--- config.mk ---
export PLATFORM = sky130hd
export DESIGN_NAME = pkdb_pair_update
export DESIGN_NICKNAME = d
export VERILOG_FILES = /design/src/pkdb_pkg.sv /design/src/pkdb_pair_update.sv
export SDC_FILE = /design/constraint.sdc
export NUM_CORES = 2
export LEC_CHECK = 0
export BUFFER_PORTS_ARGS = -buffer_cell sky130_fd_sc_hd__buf_2
export CAP_MARGIN = 15
export CORE_AREA = 4 4 256 446
export CTS_CLUSTER_DIAMETER = 30
export CTS_CLUSTER_SIZE = 28
export DETAILED_ROUTE_END_ITERATION = 6
export DIE_AREA = 0 0 260 450
export PLACE_DENSITY = 0.8
export SLEW_MARGIN = 20
export SYNTH_ARGS = -nofsm -noshare
export SYNTH_HDL_FRONTEND = slang
export SYNTH_SLANG_ARGS = --single-unit
--- constraint.sdc ---
create_clock -name clock -period 11.1 [get_ports clock]
set_input_delay 2.22 -clock clock [delete_from_list [all_inputs] [get_ports clock]]
set_output_delay 2.22 -clock clock [all_outputs]
set_load 0.02 [all_outputs]
--- src/pkdb_pkg.sv ---
`timescale 1ns / 1ps
`default_nettype none

package pkdb_pkg;

   localparam int NUM_LINES_DEF  = 10;
   localparam int RUN_WIDTH_DEF  = 8;
   localparam int MAX_LINES      = 16;
   localparam int ROW_W          = 4;
   localparam int LINES_W        = 10;
   localparam int CODE_W         = 5;
   localparam int COUNT_W        = 6;
   localparam int DEBOUNCE_W     = 8;

   localparam logic [DEBOUNCE_W-1:0] DEBOUNCE_RESET = 8'd2;
   localparam logic [COUNT_W-1:0]    TALLY_MAX      = 6'd63;
   localparam logic [COUNT_W-1:0]    GHOST_RAISE    = 6'd3;
   localparam logic [COUNT_W-1:0]    GHOST_REARM    = 6'd2;

   localparam logic REC_KEY     = 1'b0;
   localparam logic REC_SUMMARY = 1'b1;

   // one processed row, handed from the pair state to the result queue
   typedef struct packed {
      logic [MAX_LINES-1:0] event_mask;
      logic [MAX_LINES-1:0] raw;
      logic [ROW_W-1:0]     row;
      logic                 summary;
      logic [COUNT_W-1:0]   count;
      logic                 warn;
   } pkdb_batch_type;

   typedef struct packed {
      logic               record_kind;
      logic [CODE_W-1:0]  key_code;
      logic               pressed;
      logic [ROW_W-1:0]   line_low;
      logic [ROW_W-1:0]   line_high;
      logic [COUNT_W-1:0] pressed_count;
      logic               ghost_warning;
      logic               last;
   } pkdb_result_type;

   function automatic logic [CODE_W-1:0] key_code_of(input logic [ROW_W-1:0] lo,
                                                     input logic [ROW_W-1:0] hi);
      logic [CODE_W-1:0] code;
      case ({lo, hi})
         8'h08: code = 5'd6;
         8'h12: code = 5'd12;
         8'h13: code = 5'd11;
         8'h14: code = 5'd9;
         8'h15: code = 5'd8;
         8'h16: code = 5'd7;
         8'h17: code = 5'd1;
         8'h18: code = 5'd2;
         8'h19: code = 5'd3;
         8'h23: code = 5'd27;
         8'h24: code = 5'd26;
         8'h25: code = 5'd4;
         8'h26: code = 5'd24;
         8'h27: code = 5'd19;
         8'h28: code = 5'd14;
         8'h29: code = 5'd5;
         8'h35: code = 5'd15;
         8'h36: code = 5'd25;
         8'h38: code = 5'd10;
         8'h45: code = 5'd20;
         8'h46: code = 5'd21;
         8'h48: code = 5'd22;
         8'h49: code = 5'd23;
         8'h56: code = 5'd18;
         8'h57: code = 5'd17;
         8'h58: code = 5'd16;
         8'h59: code = 5'd13;
         default: code = '0;
      endcase
      return code;
   endfunction

endpackage

`default_nettype wire

--- src/pkdb_pair_update.sv ---
`timescale 1ns / 1ps
`default_nettype none

module pkdb_pair_update import pkdb_pkg::*; #(
   parameter int NUM_LINES = NUM_LINES_DEF,
   parameter int RUN_WIDTH = RUN_WIDTH_DEF
) (
   input  wire logic                  clock,
   input  wire logic                  reset,
   input  wire logic                  update,
   input  wire logic [ROW_W-1:0]      row,
   input  wire logic [LINES_W-1:0]    lines,
   input  wire logic [DEBOUNCE_W-1:0] stable_scans,
   output pkdb_batch_type             batch
);

   localparam int RIDX_W = $clog2(NUM_LINES);
   localparam int CMP_W  = (RUN_WIDTH > DEBOUNCE_W) ? RUN_WIDTH : DEBOUNCE_W;
   localparam int CNT_W  = $clog2(NUM_LINES + 1);
   localparam logic [RUN_WIDTH-1:0] RUN_MAX = '1;

   logic [NUM_LINES-1:0] stable_ff [NUM_LINES];
   logic [NUM_LINES-1:0] prev_ff   [NUM_LINES];
   logic [RUN_WIDTH-1:0] run_ff    [NUM_LINES][NUM_LINES];
   logic [COUNT_W-1:0]   tally_ff;
   logic                 armed_off_ff;

   logic                 row_ok;
   logic [RIDX_W-1:0]    ridx;
   logic [MAX_LINES-1:0] lines_ext;
   logic [NUM_LINES-1:0] active;
   logic [NUM_LINES-1:0] raw;
   logic [NUM_LINES-1:0] evt;
   logic [RUN_WIDTH-1:0] run_in [NUM_LINES];
   logic [CNT_W-1:0]     row_count;
   logic [COUNT_W:0]     tally_sum;
   logic [COUNT_W-1:0]   tally_in;
   logic                 summary;
   logic                 warn;

   always_comb begin
      row_ok    = {1'b0, row} < (ROW_W+1)'(NUM_LINES);
      ridx      = row[RIDX_W-1:0];
      lines_ext = {{(MAX_LINES-LINES_W){1'b0}}, lines};
      for (int j = 0; j < NUM_LINES; j++) begin
         active[j] = row_ok && ((ROW_W+1)'(j) > {1'b0, row});
         raw[j]    = ~lines_ext[j];
         if (raw[j] == prev_ff[ridx][j]) begin
            run_in[j] = (run_ff[ridx][j] == RUN_MAX) ? RUN_MAX
                                                     : run_ff[ridx][j] + 1'b1;
         end else begin
            run_in[j] = RUN_WIDTH'(1);
         end
         evt[j] = active[j] && (CMP_W'(run_in[j]) >= CMP_W'(stable_scans))
                  && (stable_ff[ridx][j] != raw[j]);
      end
      row_count = CNT_W'($countones(raw & active));
      tally_sum = {1'b0, tally_ff} + (COUNT_W+1)'(row_count);
      tally_in  = (tally_sum > {1'b0, TALLY_MAX}) ? TALLY_MAX : tally_sum[COUNT_W-1:0];
      summary   = row_ok && (row == ROW_W'(NUM_LINES - 1));
      warn      = summary && (tally_in >= GHOST_RAISE) && !armed_off_ff;

      batch            = '0;
      batch.event_mask = MAX_LINES'(evt);
      batch.raw        = MAX_LINES'(raw);
      batch.row        = row;
      batch.summary    = summary;
      batch.count      = summary ? tally_in : '0;
      batch.warn       = warn;
   end

   always_ff @(posedge clock) begin
      if (reset) begin
         for (int r = 0; r < NUM_LINES; r++) begin
            stable_ff[r] <= '0;
            prev_ff[r]   <= '0;
            for (int j = 0; j < NUM_LINES; j++) begin
               run_ff[r][j] <= '0;
            end
         end
         tally_ff     <= '0;
         armed_off_ff <= 1'b0;
      end else if (update) begin
         for (int j = 0; j < NUM_LINES; j++) begin
            if (active[j]) begin
               run_ff[ridx][j]  <= run_in[j];
               prev_ff[ridx][j] <= raw[j];
               if (evt[j]) begin
                  stable_ff[ridx][j] <= raw[j];
               end
            end
         end
         if (summary) begin
            tally_ff <= '0;
            if (tally_in < GHOST_REARM) begin
               armed_off_ff <= 1'b0;
            end else if (warn) begin
               armed_off_ff <= 1'b1;
            end
         end else begin
            tally_ff <= tally_in;
         end
      end
   end

endmodule

`default_nettype wire

---- Word-level counts from Yosys, hierarchy flattened ----
Memory sizes are Yosys's and may differ from the RTL's.
Index checks and enable logic that the tools add are counted.
Widths: inputs -> output; s select.
word-level totals
  bits in writable memories ............... 900
  memories kept ........................... 3
  bits in registers ....................... 7
  input bits .............................. 25
  logic and storage cells ................. 236
memories
  name       words  bits a word  read ports  clocked after memory_dff  wr ports  RTL line                text
  run_ff     10     72           1           0                         10        pkdb_pair_update.sv:24  logic [RUN_WIDTH-1:0] run_ff [NUM_LINES][NUM_LINES];
  prev_ff    10     9            1           0                         10        pkdb_pair_update.sv:23  logic [NUM_LINES-1:0] prev_ff [NUM_LINES];
  stable_ff  10     9            1           0                         10        pkdb_pair_update.sv:22  logic [NUM_LINES-1:0] stable_ff [NUM_LINES];
cells by class
  reduce and logical (&&, ||, !) cells .... 36
  equal/unequal tests ..................... 28
  $lt $le $gt $ge ......................... 22
  bitwise logic cells ..................... 11
  multiplexer cells ....................... 115
  $add $sub $neg .......................... 19
operators with widths
  operator             number
  $mux 8               18
  $mux 1               85
  $add 8x1->8 const B  9
  $eq 8x8->1 const B   9
  $ge 8x8->1           9
  $mux 72              1
  $reduce_or 72->1     1
  $mux 9               5
  $logic_and 1x1->1    30
  $mux 6               3
  $reduce_or 9->1      2
  $gt 3x4->1 const A   4
  $mux 4               3
  $add 1x1->2          5
  $and 10x10->10       1
  $not 1->1            10
  $eq 1x1->1           9
  $ne 1x1->1           9
  $gt 2x4->1 const A   2
  $gt 4x4->1 const A   2
  $add 6x4->7          1
  $gt 7x6->1 const B   1
  $add 2x2->3          2
  $ge 6x2->1 const B   1
  9 further kinds      9

---- Longest topological paths before layout ----
  depth in word-level cells ............... 15
  mapped depth ............................ 25
  depth with buffers taken out ............ 18

---- Worst setup path before layout ----
Ideal clock, no wire load.
  kind .................................... input port to output port
  start point ............................. input row[2]
  end point ............................... output batch[0] (netlist bit)
  arrival time ............................ 7.616 ns
  setup slack ............................. 1.264 ns
  stages .................................. 22
  data required time ...................... 8.880 ns
  buffers on the path ..................... 7
  cells stage by stage .................... buf_2 > nor2_1 > clkbuf_1 > clkbuf_1 > buf_1 > nand2_1 > clkbuf_1 > clkbuf_1 > nor2_1 > fa_1 > inv_1 > fa_1 > fa_1 > inv_1 > ha_1 > fa_1 > a21oi_1 > o21ai_0 > or2_2 > a2111oi_0 > a211oi_1 > buf_4
on the way
  word-level cells in the longest chain between the ends .. 13
  elaborated cells between the ends (all ways) .. 37
ends and longest elaborated chain
  item                                      RTL line                text
  start, declared                           pkdb_pair_update.sv:11  input wire logic [ROW_W-1:0] row,
  $lt 4x4->1, or another cell as far along  pkdb_pair_update.sv:42  row_ok = {1'b0, row} < (ROW_W+1)'(NUM_LINES);
  $logic_and 1x1->1                         pkdb_pair_update.sv:46  active[j] = row_ok && ((ROW_W+1)'(j) > {1'b0, row});
  $and 10x10->10                            pkdb_pair_update.sv:57  row_count = CNT_W'($countones(raw & active));
  $add 1x1->2 (implied by the code)         pkdb_pair_update.sv:57
  $add 2x2->3 (implied by the code)         pkdb_pair_update.sv:57
  $add 3x3->4 (implied by the code)         pkdb_pair_update.sv:57
  $add 4x2->4 (implied by the code)         pkdb_pair_update.sv:57
  $add 6x4->7                               pkdb_pair_update.sv:58  tally_sum = {1'b0, tally_ff} + (COUNT_W+1)'(row_count);
  $gt 7x6->1                                pkdb_pair_update.sv:59  tally_in = (tally_sum > {1'b0, TALLY_MAX}) ? TALLY_MAX : tally_sum[COUNT_W-1:0];
  $mux 6                                    pkdb_pair_update.sv:59
  $ge 6x2->1                                pkdb_pair_update.sv:61  warn = summary && (tally_in >= GHOST_RAISE) && !armed_off_ff;
  $logic_and 1x1->1 * (2 in a row)          pkdb_pair_update.sv:61
  end, declared                             pkdb_pair_update.sv:14  output pkdb_batch_type batch
Every way passes the cells marked *; elsewhere a longest branch is shown, timed or not.

==> run metrics <==
hold endpoint=tally_ff[3]; Post-synth EDFFs=1,371; post-cts sizing count=0; final setup fails=0; Slew Viols, Final=0; core area=110,000 um2; dominant synthesized flop cell=edfxtp_1; critical path launch point type=input pin; critical path launch point=row[2]; Final WS setup=930 ps; top-count cell post-synth=edfxtp_1; area share of the largest cell type after synthesis=0.682; htree depth=4; Worst EP required=8880 ps; CTS tree=built; Top Layer Used=met4; chip width=260 um; Final Cycle Share=0.916; number of hold buffers added after CTS=0; I/O Pins=69; die area=117,000 um2; Worst R2R Setup Slack=5440 ps; DR iter-0 viols=3,397; Internal Power=9.68 mW; syn avg cell area=16.7 um2; CP Capture Type=output pin; Tot GR Track Use=0.241; status=finished, final reports clean; grt ovf=0; Final Hold Fails=0; wl on met1=44.5 mm; Reg2Reg Depth=18; met2 wire length=72.0 mm; total CTS buffers=140; Post-synth top cells=edfxtp_1 (1,371), nor2_1 (511), mux4_2 (287); Tmin final=10,170 ps; vias per std cell=5.65; NetSw=3.05 mW; FF+latch count, synth=1,378; dpl ws=1070 ps; nets=4,593; PD cells=182 nW/um2; final WL=138 mm; row count=161; r2r startpoint=run_ff[13][8]; top cells by area, synth=edfxtp_1 (68%), mux4_2 (11%), nor2_1 (3.2%); RSZ-0062 raised after global routing=false; cell accounting for the most synthesized area=edfxtp_1; LEAKAGE=26.5 nW; Max Fclk=98.3 MHz; postcts setup bufs=0; Worst-Skew Late Latency=770 ps; Async SR Flop Fraction=0; Post-Syn Area=60,400 um2; ANT nets after route=0; post-synth cell types=86; Slew Limit Headroom=0.177; global-route wire length before repair=210 mm; starting density of the core=0.548; synthesis-to-finish area growth=15.7%; Hold/Removal Path Class=flop to flop; min-delay src=tally_ff[3]; Reg power frac=0.499; worst slew pin tran=1230 ps; sw frac=0.240; Max clock buf depth=3; Crit Reg-Reg Endpoint=stable_ff[15][4]; per-cell routed wire length=22.9 um; DRT Pass-1 Iters=6; DR WL met3=10.3 mm; Root Buffer=clkbuf_16; post-synthesis sequential area ratio=0.684; vias in the first global route=36,300; Worst-path clk slew=60 ps; Clock Sinks=1,378; routed vias=34,200; initial antenna violation count=3; DP HPWL=87.9 mm; Combinational Power Share=0.108; Synth Instances=3,625; Max VDD drop=0.000241 V; Setup Crit Path Kind=input pin to output pin; clock network power share=0.393; Setup TNS=0 ps; Max Cap Viol=0; Die H=450 um; largest net degree at the start of global routing=157; yosys warns=0; Port Buf Inserts=55; RD Place Congestion=0.933; hold depth=2; # DRC=0; share of cells above drive strength 1=0.160; Worst Skew=32.5 ps; CP max FO=19; crit path DAT=7950 ps; Fill cells=7,501
==> critical path, stage by stage <==
cell      delay, ps
buf_2           320
buf_4           360
nor2b_4         790
buf_4           410
a22oi_1         130
nand2_1         180
ha_1            190
inv_1            70
a21oi_1         200
nand3_1         160
nor2_2          370
nor2_2          160
nor2_1          390
ha_1            320
a211oi_1        250
o21bai_1        130
a221oi_1        680
buf_4           260
nor3_1          100
buf_2           180
==> flip-flops by register name, summed over array words and instances, names as in the netlist <==
| signal | flops |
|---|---|
| armed_off_ff | 1 |
| prev_ff | 144 |
| tally_ff | 6 |
| run_ff | 1152 |
| stable_ff | 75 |
==> power groups by stage <==
stage | Sequential [mW] | Clock [mW] | Combinational, mW
finish | 6.35 | 5.01 | 1.37
global route | 6.39 | 5.31 | 1.48
CTS | 6.36 | 5.07 | 1.35
detailed placement | 6.46 | 0 | 1.34
global placement | 6.42 | 0 | 1.30
floorplan | 6.40 | 0 | 0.969
==> how the worst max path moves through the flow <==
stage               cells past startpoint  slack, ps        end
floorplan                              22       1260   batch[0]
global placement                       20       1080  batch[36]
detailed placement                     20       1070  batch[36]
CTS                                    20       1040  batch[36]
global route                           17        830  batch[35]
finish                                 20        930  batch[36]
==> per-layer routing <==
layer	vias up	global-route usage
li1	14800	-
met1	17200	0.269
met2	1702	0.417
met3	540	0.0393
met4	0	0.173
met5	-	0
==> metrics by stage <==
step | power [mW] | hold slack [ps] | cells | area, um2 | utilization
floorplan | 7.37 | 461 | 4548 | 63900 | -
global placement | 7.72 | 478 | 5799 | 64900 | 0.589
detailed placement | 7.80 | 486 | 5800 | 64900 | 0.589
CTS | 12.8 | 502 | 6058 | 69900 | 0.634
global route | 13.2 | 521 | 6059 | 69900 | 0.635
finish | 12.7 | 499 | 6059 | 69900 | 0.635
==> cells in the final DEF, fill, tap and decap left out, types with 74 or more instances in the layout <==
master / count
edfxtp_1: 1371
conb_1: 924
nor2_1: 508
mux4_2: 287
clkbuf_16: 151
nand2_1: 147
a22oi_1: 122
nand2b_1: 101
ha_1: 87
nor3_1: 74
==> kinds of logic (layout without fill, tap and decap cells) <==
logic type,Yosys count,count (layout),share of synthesized area
AO/OA/AOI/OAI,332,332,0.0401
XOR/XNOR,45,45,0.00746
adder cells (fa/ha/maj),93,93,0.0200
buffers and inverters,404,447,0.0339
flip-flops,1378,1378,0.684
multiplexers,379,379,0.139
other,1,925,0.0000621
AND/OR/NAND/NOR,993,993,0.0753
==> layout make-up <==
type                       instances  area, um2  area share
sequential                      1378      41300       0.591
inverter                          64        240     0.00344
multi-input combinational       2766      20600       0.294
clock buffer                     162       3830      0.0548
tap                             1467       1840      0.0263
antenna                            1       2.50   0.0000358
clock inverter                    96       1160      0.0166
timing repair buffer             125        972      0.0139
Note: power is estimated with default switching activity, not from simulation.
